[config.mk]
export PLATFORM = sky130hd
export DESIGN_NAME = hid_boot_keyboard_edge_detector
export DESIGN_NICKNAME = d
export VERILOG_FILES = /design/src/hdl/hbk_pkg.sv /design/src/hdl/hbk_datapath.sv /design/src/hdl/hbk_ctrl.sv /design/src/hdl/hid_boot_keyboard_edge_detector.sv
export SDC_FILE = /design/constraint.sdc
export NUM_CORES = 1
export LEC_CHECK = 0
export BUFFER_PORTS_ARGS = -buffer_cell sky130_fd_sc_hd__buf_2
export CORE_MARGIN = 5
export CORE_UTILIZATION = 45
export CTS_CLUSTER_DIAMETER = 120
export DETAILED_ROUTE_END_ITERATION = 16
export PLACE_DENSITY = 0.73
export SETUP_SLACK_MARGIN = 0.5
export SLEW_MARGIN = 0
export SYNTH_ARGS = -nofsm -noshare
export SYNTH_HDL_FRONTEND = slang
export SYNTH_SLANG_ARGS = --single-unit
[constraint.sdc]
create_clock -name clk -period 4.7 [get_ports clk]
set_clock_uncertainty 0.1 [all_clocks]
set_input_delay 0.235 -clock clk [delete_from_list [all_inputs] [get_ports clk]]
set_output_delay 0.235 -clock clk [all_outputs]
set_load 0.05 [all_outputs]
[src/hdl/hbk_pkg.sv]
// shared types, constants and character lookup for the keyboard edge detector
`timescale 1ns / 1ps

package hbk_pkg;

    localparam int KEY_SLOTS_DEF = 6;

    localparam logic [7:0] MOD_USAGE    = 8'hE0;
    localparam logic [7:0] SHIFT_MASK   = 8'h22;
    localparam logic [7:0] ROLLOVER_MAX = 8'h03;
    localparam logic [7:0] CHAR_BASE    = 8'h04;
    localparam logic [7:0] CHAR_COUNT   = 8'h35;
    localparam logic [7:0] LETTER_COUNT = 8'd26;
    localparam logic [3:0] MIN_LENGTH   = 4'd3;

    localparam logic [1:0] EDGE_UP   = 2'd0;
    localparam logic [1:0] EDGE_DOWN = 2'd1;
    localparam logic [1:0] EDGE_NONE = 2'd2;

    localparam logic [1:0] STAT_OK       = 2'd0;
    localparam logic [1:0] STAT_BAD_LEN  = 2'd1;
    localparam logic [1:0] STAT_ROLLOVER = 2'd2;

    typedef enum logic [2:0] {
        ST_IDLE,
        ST_CHECK,
        ST_MOD_UP,
        ST_KEY_UP,
        ST_MOD_DN,
        ST_KEY_DN,
        ST_SUMMARY
    } state_t;

    typedef enum logic [1:0] {
        PH_MOD_UP,
        PH_KEY_UP,
        PH_MOD_DN,
        PH_KEY_DN
    } phase_t;

    typedef struct packed {
        logic   capture;
        logic   clr_idx;
        logic   step;
        logic   emit;
        logic   summary;
        logic   commit;
        phase_t phase;
    } cmd_t;

    typedef struct packed {
        logic hit;
        logic idx_done;
        logic out_free;
        logic bad_len;
        logic rollover;
    } status_t;

    // non-letter keys starting at usage 0x1e, unshifted
    localparam logic [6:0] PLAIN_REST [27] = '{
        7'h31, 7'h32, 7'h33, 7'h34, 7'h35, 7'h36, 7'h37, 7'h38, 7'h39, 7'h30,
        7'h0A, 7'h1B, 7'h08, 7'h09, 7'h20,
        7'h2D, 7'h3D, 7'h5B, 7'h5D, 7'h5C,
        7'h00,
        7'h3B, 7'h27, 7'h60, 7'h2C, 7'h2E, 7'h2F
    };

    localparam logic [6:0] SHIFT_REST [27] = '{
        7'h21, 7'h40, 7'h23, 7'h24, 7'h25, 7'h5E, 7'h26, 7'h2A, 7'h28, 7'h29,
        7'h0A, 7'h1B, 7'h08, 7'h09, 7'h20,
        7'h5F, 7'h2B, 7'h7B, 7'h7D, 7'h7C,
        7'h00,
        7'h3A, 7'h22, 7'h7E, 7'h3C, 7'h3E, 7'h3F
    };

    function automatic logic [6:0] char_lookup(input logic [7:0] usage, input logic shift);
        logic [7:0] off;
        logic [7:0] rest;
        logic [6:0] ch;
        off  = usage - CHAR_BASE;
        rest = off - LETTER_COUNT;
        if (usage < CHAR_BASE || usage >= CHAR_BASE + CHAR_COUNT)
        begin
            ch = 7'h00;
        end
        else if (off < LETTER_COUNT)
        begin
            ch = (shift ? 7'h41 : 7'h61) + off[6:0];
        end
        else
        begin
            ch = shift ? SHIFT_REST[rest[4:0]] : PLAIN_REST[rest[4:0]];
        end
        return ch;
    endfunction

endpackage

[src/hdl/hbk_datapath.sv]
// report registers, previous-report state, edge compare and output register
`timescale 1ns / 1ps

module hbk_datapath #(
    parameter int KEY_SLOTS = hbk_pkg::KEY_SLOTS_DEF
) (
    input  logic             clk,
    input  logic             rst_n,
    input  logic [63:0]      in_data,
    input  hbk_pkg::cmd_t    cmd,
    output hbk_pkg::status_t status,
    output logic             m_axis_tvalid,
    input  logic             m_axis_tready,
    output logic [23:0]      m_axis_tdata,
    output logic [1:0]       m_axis_tuser,
    output logic             m_axis_tlast
);
    import hbk_pkg::*;

    logic [7:0] mods_reg;
    logic [7:0] cur_reg [KEY_SLOTS];
    logic [7:0] prev_mods_reg;
    logic [7:0] prev_keys_reg [KEY_SLOTS];
    logic       bad_len_reg;
    logic       rollover_reg;
    logic [2:0] idx_reg;
    logic [4:0] count_reg;

    logic       out_valid_reg;
    logic [1:0] out_kind_reg;
    logic [7:0] out_usage_reg;
    logic [6:0] out_char_reg;
    logic       out_last_reg;
    logic [1:0] out_status_reg;
    logic [4:0] out_count_reg;

    logic [7:0] slot_in [KEY_SLOTS];
    logic [3:0] len_in;
    logic       roll_in;
    logic [7:0] cur_sel;
    logic [7:0] prev_sel;
    logic       cur_has_prev;
    logic       prev_has_cur;
    logic       hit;
    logic [1:0] kind;
    logic [7:0] usage;
    logic [6:0] ch;
    logic       out_free;

    // masked slots and rollover check at capture
    always_comb
    begin
        len_in  = in_data[59:56];
        roll_in = 1'b0;
        for (int i = 0; i < KEY_SLOTS; i++)
        begin
            slot_in[i] = (4'(2 + i) < len_in) ? in_data[8*(i+1) +: 8] : 8'h00;
            if (slot_in[i] != 8'h00 && slot_in[i] <= ROLLOVER_MAX)
            begin
                roll_in = 1'b1;
            end
        end
    end

    always_ff @(posedge clk)
    begin
        if (cmd.capture)
        begin
            mods_reg     <= in_data[7:0];
            cur_reg      <= slot_in;
            bad_len_reg  <= len_in < MIN_LENGTH;
            rollover_reg <= roll_in;
        end
    end

    always_ff @(posedge clk or negedge rst_n)
    begin
        if (!rst_n)
        begin
            prev_mods_reg <= '0;
            for (int i = 0; i < KEY_SLOTS; i++)
            begin
                prev_keys_reg[i] <= '0;
            end
        end
        else if (cmd.commit)
        begin
            prev_mods_reg <= mods_reg;
            prev_keys_reg <= cur_reg;
        end
    end

    always_ff @(posedge clk or negedge rst_n)
    begin
        if (!rst_n)
        begin
            idx_reg   <= '0;
            count_reg <= '0;
        end
        else
        begin
            if (cmd.clr_idx || cmd.capture)
            begin
                idx_reg <= '0;
            end
            else if (cmd.step)
            begin
                idx_reg <= idx_reg + 3'd1;
            end
            if (cmd.capture)
            begin
                count_reg <= '0;
            end
            else if (cmd.emit && !cmd.summary)
            begin
                count_reg <= count_reg + 5'd1;
            end
        end
    end

    // slot under the scan index and its presence in the other report
    always_comb
    begin
        cur_sel      = 8'h00;
        prev_sel     = 8'h00;
        cur_has_prev = 1'b0;
        prev_has_cur = 1'b0;
        for (int i = 0; i < KEY_SLOTS; i++)
        begin
            if (idx_reg == 3'(i))
            begin
                cur_sel  = cur_reg[i];
                prev_sel = prev_keys_reg[i];
            end
        end
        for (int i = 0; i < KEY_SLOTS; i++)
        begin
            if (cur_reg[i] == prev_sel)
            begin
                cur_has_prev = 1'b1;
            end
            if (prev_keys_reg[i] == cur_sel)
            begin
                prev_has_cur = 1'b1;
            end
        end
    end

    always_comb
    begin
        hit   = 1'b0;
        kind  = EDGE_UP;
        usage = MOD_USAGE + {5'd0, idx_reg};
        ch    = 7'h00;
        unique case (cmd.phase)
            PH_MOD_UP:
            begin
                hit = prev_mods_reg[idx_reg] && !mods_reg[idx_reg];
            end
            PH_KEY_UP:
            begin
                hit   = prev_sel != 8'h00 && !cur_has_prev;
                usage = prev_sel;
            end
            PH_MOD_DN:
            begin
                hit  = !prev_mods_reg[idx_reg] && mods_reg[idx_reg];
                kind = EDGE_DOWN;
            end
            PH_KEY_DN:
            begin
                hit   = cur_sel != 8'h00 && !prev_has_cur;
                kind  = EDGE_DOWN;
                usage = cur_sel;
                ch    = char_lookup(cur_sel, (mods_reg & SHIFT_MASK) != 8'h00);
            end
            default:
            begin
                hit = 1'b0;
            end
        endcase
    end

    assign out_free = !out_valid_reg || m_axis_tready;

    always_ff @(posedge clk or negedge rst_n)
    begin
        if (!rst_n)
        begin
            out_valid_reg <= 1'b0;
        end
        else if (cmd.emit)
        begin
            out_valid_reg <= 1'b1;
        end
        else if (m_axis_tready)
        begin
            out_valid_reg <= 1'b0;
        end
    end

    always_ff @(posedge clk)
    begin
        if (cmd.emit)
        begin
            if (cmd.summary)
            begin
                out_kind_reg   <= EDGE_NONE;
                out_usage_reg  <= 8'h00;
                out_char_reg   <= 7'h00;
                out_last_reg   <= 1'b1;
                out_status_reg <= bad_len_reg  ? STAT_BAD_LEN  :
                                  rollover_reg ? STAT_ROLLOVER : STAT_OK;
                out_count_reg  <= count_reg;
            end
            else
            begin
                out_kind_reg   <= kind;
                out_usage_reg  <= usage;
                out_char_reg   <= ch;
                out_last_reg   <= 1'b0;
                out_status_reg <= STAT_OK;
                out_count_reg  <= 5'd0;
            end
        end
    end

    assign status.hit      = hit;
    assign status.idx_done = (cmd.phase == PH_MOD_UP || cmd.phase == PH_MOD_DN) ?
                             (idx_reg == 3'd7) : (idx_reg == 3'(KEY_SLOTS - 1));
    assign status.out_free = out_free;
    assign status.bad_len  = bad_len_reg;
    assign status.rollover = rollover_reg;

    assign m_axis_tvalid = out_valid_reg;
    assign m_axis_tdata  = {2'b00, out_count_reg, out_status_reg, out_char_reg, out_usage_reg};
    assign m_axis_tuser  = out_kind_reg;
    assign m_axis_tlast  = out_last_reg;

endmodule

[src/hdl/hbk_ctrl.sv]
// sequencer that walks a report through the release and press scans
`timescale 1ns / 1ps

module hbk_ctrl (
    input  logic             clk,
    input  logic             rst_n,
    input  logic             in_valid,
    output logic             in_ready,
    input  hbk_pkg::status_t status,
    output hbk_pkg::cmd_t    cmd
);
    import hbk_pkg::*;

    state_t state_reg;
    state_t state_next;
    logic   advance;

    // a scan step moves on unless an edge waits for the output register
    assign advance = !status.hit || status.out_free;

    always_ff @(posedge clk or negedge rst_n)
    begin
        if (!rst_n)
        begin
            state_reg <= ST_IDLE;
        end
        else
        begin
            state_reg <= state_next;
        end
    end

    always_comb
    begin
        state_next = state_reg;
        unique case (state_reg)
            ST_IDLE:
            begin
                if (in_valid)
                begin
                    state_next = ST_CHECK;
                end
            end
            ST_CHECK:
            begin
                state_next = (status.bad_len || status.rollover) ? ST_SUMMARY : ST_MOD_UP;
            end
            ST_MOD_UP:
            begin
                if (advance && status.idx_done)
                begin
                    state_next = ST_KEY_UP;
                end
            end
            ST_KEY_UP:
            begin
                if (advance && status.idx_done)
                begin
                    state_next = ST_MOD_DN;
                end
            end
            ST_MOD_DN:
            begin
                if (advance && status.idx_done)
                begin
                    state_next = ST_KEY_DN;
                end
            end
            ST_KEY_DN:
            begin
                if (advance && status.idx_done)
                begin
                    state_next = ST_SUMMARY;
                end
            end
            ST_SUMMARY:
            begin
                if (status.out_free)
                begin
                    state_next = ST_IDLE;
                end
            end
            default:
            begin
                state_next = ST_IDLE;
            end
        endcase
    end

    always_comb
    begin
        in_ready    = 1'b0;
        cmd.capture = 1'b0;
        cmd.clr_idx = 1'b0;
        cmd.step    = 1'b0;
        cmd.emit    = 1'b0;
        cmd.summary = 1'b0;
        cmd.commit  = 1'b0;
        cmd.phase   = PH_MOD_UP;
        unique case (state_reg)
            ST_IDLE:
            begin
                in_ready    = 1'b1;
                cmd.capture = in_valid;
            end
            ST_CHECK:
            begin
                cmd.clr_idx = 1'b1;
            end
            ST_MOD_UP, ST_KEY_UP, ST_MOD_DN, ST_KEY_DN:
            begin
                cmd.phase   = (state_reg == ST_MOD_UP) ? PH_MOD_UP :
                              (state_reg == ST_KEY_UP) ? PH_KEY_UP :
                              (state_reg == ST_MOD_DN) ? PH_MOD_DN : PH_KEY_DN;
                cmd.step    = advance;
                cmd.clr_idx = advance && status.idx_done;
                cmd.emit    = status.hit && status.out_free;
            end
            ST_SUMMARY:
            begin
                cmd.summary = 1'b1;
                cmd.emit    = status.out_free;
                cmd.commit  = status.out_free && !status.bad_len && !status.rollover;
            end
            default:
            begin
                in_ready = 1'b0;
            end
        endcase
    end

endmodule

[src/hdl/hid_boot_keyboard_edge_detector.sv]
// top level of the boot-protocol keyboard edge detector
`timescale 1ns / 1ps

// Takes one boot keyboard report per input transfer and compares it with the
// last accepted report: key-up edges come out first (modifier bits 0..7, then
// vanished keys), then key-down edges (modifier bits, then new keys with their
// US-layout ASCII), and every report closes with a tlast transfer carrying the
// status and edge count. A report with a length under 3 or a rollover code in
// a slot gives only the closing transfer and leaves the stored report alone.
// Reports are handled one at a time by a scan sequencer that checks one
// modifier bit or one key slot per cycle while no edge waits on a full
// output register. The next input transfer is taken only once the closing
// transfer of the current report has gone into the output register. A full
// output register stalls the scan only on cycles that produce an edge.
module hid_boot_keyboard_edge_detector #(
    parameter int KEY_SLOTS = hbk_pkg::KEY_SLOTS_DEF
) (
    input  logic        clk,
    input  logic        rst_n,
    input  logic        s_axis_tvalid,
    output logic        s_axis_tready,
    // modifier_bits, key_slot_0..key_slot_5, report_length, zero pad
    input  logic [63:0] s_axis_tdata,
    output logic        m_axis_tvalid,
    input  logic        m_axis_tready,
    // key_usage, character, report_status, edge_count, zero pad
    output logic [23:0] m_axis_tdata,
    // edge_kind
    output logic [1:0]  m_axis_tuser,
    output logic        m_axis_tlast
);
    import hbk_pkg::*;

    cmd_t    cmd;
    status_t status;

    hbk_ctrl u_ctrl (
        .clk      (clk),
        .rst_n    (rst_n),
        .in_valid (s_axis_tvalid),
        .in_ready (s_axis_tready),
        .status   (status),
        .cmd      (cmd)
    );

    hbk_datapath #(
        .KEY_SLOTS (KEY_SLOTS)
    ) u_datapath (
        .clk           (clk),
        .rst_n         (rst_n),
        .in_data       (s_axis_tdata),
        .cmd           (cmd),
        .status        (status),
        .m_axis_tvalid (m_axis_tvalid),
        .m_axis_tready (m_axis_tready),
        .m_axis_tdata  (m_axis_tdata),
        .m_axis_tuser  (m_axis_tuser),
        .m_axis_tlast  (m_axis_tlast)
    );

endmodule

# Word level (Yosys, flattened, before mapping)
# Memory sizes are Yosys's and may differ from the RTL's.
# Index checks and enable logic that the tools add are counted.
# Widths: inputs -> output; s select.
# op_classes
n_eq_ne	33
n_reduce_logical	51
n_addsub	6
mux	73
n_lt_le_gt_ge	18
bitwise	3
# ops
operator	n
$mux 8	18
$eq 8x8->1	12
$reduce_bool 8->1	9
$le 8x2->1 const B	6
$mux 7	6
$mux 3	9
$mux 1	25
$pmux 3 s7	1
$eq 3x3->1 const B	6
$lt 3x4->1 const A	4
$pmux 8 s2	1
$logic_and 1x1->1	15
$eq 3x2->1 const B	4
$mux 2	5
$mux 5	2
$ne 2x1->1 const B	5
$logic_not 1->1	9
$ge 8x6->1 const B	1
$lt 2x4->1 const A	2
$lt 8x3->1 const B	1
$lt 8x5->1 const B	1
$sub 8x3->8 const B	1
$add 6x4->7 const A	1
$add 7x7->7	1
other kinds (25)	39
# word_totals
inputBits	68
mem_count	2
elab_cells	213
romBits	448
output_inout_bits	29
register_bits	151
# mem_list
name	depth	word_bits	read_ports	rd_ports_with_merged_regs	wr	line_no	rtl
(no name shown)	32	7	1	0	0	hbk_pkg.sv:92	ch = shift ? SHIFT_REST[rest[4:0]] : PLAIN_REST[rest[4:0]];
(no name shown)	32	7	1	0	0	hbk_pkg.sv:92	

# Longest topological paths before layout
# logic_depth
ltp_word	23
mapped_depth	21
ltp_nobuf	17

# Cells and area by module
# Synthesis repeated with hierarchy kept, for this count alone.
# unflattened
hier_cells	934
hier_area_um2	9530.4
# modules_own_cells
mod	n_inst	area_each_um2	seq_area_each_um2	cells_per_inst
hbk_datapath	1	9210.1	4119.0	895
hbk_ctrl	1	320.3	75.1	39

# Worst setup path after synthesis
# No wires, ideal clock.
# synth_timing
kind	reg-to-reg
from	reg u_datapath.idx_reg[2]
to	reg u_datapath.out_last_reg, in the netlist u_datapath.m_axis_tlast (enable)
period_less_slack_ns	4.457
n_path_buf	4
setup_ns	0.383
setup_slack_ns	0.243
stages_incl_launch_ff	20
required_time_ns	4.217
t_arrival_ns	3.974
cell_sequence	dfrtp_1 > buf_6 > buf_2 > buf_2 > inv_1 > ha_1 > or2_4 > buf_6 > a221o_1 > nand3_2 > nand2_4 > inv_6 > a22oi_2 > nand2_1 > a221oi_1 > a311o_1 > nor4_4 > o21ai_0 > a21oi_1 > o21a_1
# synth_lines
element	line_no	rtl
start, declared	hbk_datapath.sv:26	logic [2:0] idx_reg;
start signal, assigned	hbk_datapath.sv:108	idx_reg <= idx_reg + 3'd1;
end signal, assigned	hbk_datapath.sv:211	out_last_reg <= 1'b1;
end signal, assigned	hbk_datapath.sv:221	out_last_reg <= 1'b0;
end, declared	hbk_datapath.sv:33	logic out_last_reg;

# Worst setup path in the final report
# layout_timing
from	reg u_datapath.idx_reg[1]
to	reg u_datapath.idx_reg[0]
# layout_via
elab_chain_len	23
word_cells_on_any_way	67
cone_classes	18 x eq/ne; 33 x mux; 16 x reduce/logical
# layout_lines
element	line_no	rtl
$logic_not 3->1	hbk_datapath.sv:130	if (idx_reg == 3'(i))
$mux 8 (6 in series)	hbk_datapath.sv:130	
$eq 8x8->1, on equally long branches	hbk_datapath.sv:142, hbk_datapath.sv:138	
$mux 1, on equally long branches (6 in series)	hbk_datapath.sv:142, hbk_datapath.sv:138	
$logic_not 1->1, on equally long branches	hbk_datapath.sv:172, hbk_datapath.sv:162	
$logic_and 1x1->1, on equally long branches	hbk_datapath.sv:172, hbk_datapath.sv:162	
$pmux 1 s4	hbk_datapath.sv:155	unique case (cmd.phase)
$logic_not 1->1	hbk_ctrl.sv:19	assign advance = !status.hit || status.out_free;
$logic_or 1x1->1	hbk_ctrl.sv:19	
$logic_and 1x1->1	hbk_ctrl.sv:116	cmd.clr_idx = advance && status.idx_done;
$pmux 1 s2	hbk_ctrl.sv:100	unique case (state_reg)
$logic_or 1x1->1	hbk_datapath.sv:102	if (cmd.clr_idx || cmd.capture)
$mux 3 / $reduce_bool 2->1 (equally long branches)	n/a	
# Parallel ways exist; a longest one is shown, timed or not. The select of a mux whose other input is x is not followed.
# A chain may end at the register's enable or synchronous reset.

==> flow_summary.ini <==
[route]
ant_nets = 0
wl_per_cell_um = 24.62
first_pass_iters = 8
vias = 9700
drc = 0
viasPerCell = 6.755
dr.first_iter.drc_count = 1581
routed_wl_um = 35360

[die]
rows = 55
die_w_um = 161.9
die-height_um = 161.9
dieArea_um2 = 26200
core-area_um2 = 22710
start_util_pct = 45.70
io-pin-count = 97

[setup_path]
worst_setup_path_start_kind = flop
r2r_slack_ps = 650
critPathMaxFanout = 30
worst_ep_arrival_time_ps = 4270
endpoint = u_datapath.idx_reg[0]
timing.rr.start = u_datapath.idx_reg[1]
endpoint_kind = flop
cp.required_ps = 4920
worstSetupStartpoint = u_datapath.idx_reg[1]
critical_path_class = flop to flop
rr_worst_depth = 14
r2r_end = u_datapath.idx_reg[0]

[synth]
syn_area_per_cell_um2 = 9.989
yosysWarnings = 0
synth_edf_count = 83
synth_most_common_cell = edfxtp_1
ys_ff_latch = 151
ys_top_cells_by_area = edfxtp_1 24%, dfrtp_1 16%, mux2_2 6.1%
ys_top_cells_by_count = 83 x edfxtp_1, 68 x dfrtp_1, 68 x nand2_1
yosysUniqueCellTypes = 84
syn_inst = 1039
ys_async_sr_fraction_pct = 45.03
yosysSeqAreaShare_pct = 40.41
synth_ff_type = edfxtp_1
synthesis.area_um2 = 10380
yosysTopAreaCell = edfxtp_1
yosys.area.top_type_share_pct = 24.01

[run]
maxCapViolCount = 0

[clocking]
cts_buffer_depth = 2
cts-root-buf = clkbuf_16
numCtsBuffers = 17
clk_latency_ps = 450
cts_tree = built
clkSlewWorstSetupHoldPaths_ps = 70
cts_max_level = 4
clock_sinks = 151

[timing]
maxSlewHeadroom_pct = 20.51
fmax_ghz = 0.2469
totalNegativeSetupSlack_ps = 0
fin_crit_ps = 4050
setup-violations-final = 0
tightest_slew_ps = 1192
holdWs_ps = 0.09176
hold_viol_final = 0
rsz0062_at_grt = yes
fin_crit_sh_pct = 86.17
finalMaxSlewViolations = 0
layout_setup_ws_ps = 650.2

[final_layout]
drive_gt1_share_pct = 25.89
n_antenna_cell = 0
stdcell_count = 1436
num-nets-final = 1226
area_growth_pct = 17.06
fin_util_pct = 53.50

[power_and_ir_drop]
intPower_mw = 5.141
pwr-share-seq_pct = 25.0
power_switching_mw = 5.138
switching_share_pct = 49.98
p_clk_share_pct = 14.1
peakVddDrop_v = 0.0003567
power_density_nw_per_um2 = 846.1
comb_power_share_pct = 60.8
power.leakage_nw = 4.796

[global_route]
antenna_found_initial = 0
grt_pass1_wl_um = 52940
first_global_vias = 9114
grt_max_degree = 61
grt-ovfl-total = 0
globalRouteTotalUtil_pct = 26.20

[outcome]
status = finished, final reports clean

[placed_design]
hpwlAfterDp_um = 24700
dp_cells = 1380
port_buffers = 90
place.gp.congestion = 0.9992
place_ws_ps = 285.8

[worst_hold_path]
hp-class = input pin to flop
whs_path_depth = 2
[routing by layer]
layer	share of wire (%)	vias to the layer above	global-route usage, %
met5	0	-	0
met4	5.0	0	11.50
met3	12	167	6.927
met2	44	714	39.55
met1	39	4587	35.61
li1	-	4232	-
[critical path: stages (launching register included)]
cell and delay [ps]:
dfrtp_1 440, inv_1 90, ha_2 270, clkbuf_16 240, and3_1 210, a31oi_1 590, o22ai_1 140, or4_1 410
a21oi_1 120, nand3_1 80, nor2_1 300, nor4_4 130, o21ai_4 310, a21oi_1 110, or3_1 350
[kinds of logic after synthesis]
logic type | after synthesis | share of synthesized area, %
other | 1 | 0.03613
muxes | 67 | 7.619
buffers and inverters | 90 | 4.858
AOI/OAI and AO/OA | 315 | 23.10
adders and majority gates | 20 | 2.411
xor gates and xnor gates | 17 | 1.435
and+or+nand+nor | 378 | 20.13
DFF | 151 | 40.41
[what timing repair did]
action | 4_1_cts | 5_1_grt
pin swaps | 5 | 2
hold endpoints to repair | 43 | 0
gates resized for setup | 16 | 30
setup buffers | 4 | 4
cloned | 1 | 3
setup endpoints to repair | 33 | 44
hold buffers | 12 | 0
[layout by cell type (no fill, tap or decap), types with 18 or more instances in the layout]
master	n
nand3_1	31
clkbuf_16	18
o21ai_0	31
buf_4	40
nand2_1	68
nor2_1	63
a21oi_1	33
mux2_2	56
nand2b_1	25
o22ai_1	61
and2_1	43
nor2b_1	43
edfxtp_1	83
buf_2	90
dfrtp_1	67
[final cells by class]
| cell class | count | area [µm²] |
|---|---|---|
| Clock buffer | 18 | 439.2 |
| Clock inverter | 14 | 181.4 |
| Fill cell | 1999 | 10560 |
| Inverter | 19 | 81.33 |
| Multi-Input combinational cell | 802 | 5942 |
| Sequential cell | 151 | 4195 |
| Tap cell | 285 | 356.6 |
| Timing Repair Buffer | 147 | 953.4 |
[stage by stage]
step,area (µm²),power (mW)
after CTS,11960,9.896
after detailed placement,11090,8.309
after global routing,12150,10.83
after global placement,11090,8.240
after floorplan,10420,6.693
final,12150,10.28
[power groups by stage]
stage | sequential [mW] | combinational [mW] | clock (mW)
3_5_place_dp | 2.54 | 5.77 | 0
5_1_grt | 2.58 | 6.74 | 1.51
4_1_cts | 2.52 | 5.92 | 1.46
3_3_place_gp | 2.53 | 5.71 | 0
6_report | 2.57 | 6.25 | 1.45
2_1_floorplan | 2.57 | 4.12 | 0
[how the worst min path moves through the flow]
stage / slack (ps) / start / endpoint
2_1_floorplan: -160 / rst_n / u_ctrl.state_reg[0]
3_3_place_gp: 250 / rst_n / u_datapath.count_reg[3]
3_5_place_dp: 250 / rst_n / u_datapath.count_reg[2]
4_1_cts: 0.01 / s_axis_tdata[47] / u_datapath.cur_reg[15]
5_1_grt: 2 / s_axis_tdata[53] / u_datapath.cur_reg[5]
6_report: 0.09 / s_axis_tdata[47] / u_datapath.cur_reg[15]
(Power assumes the default switching activity.)
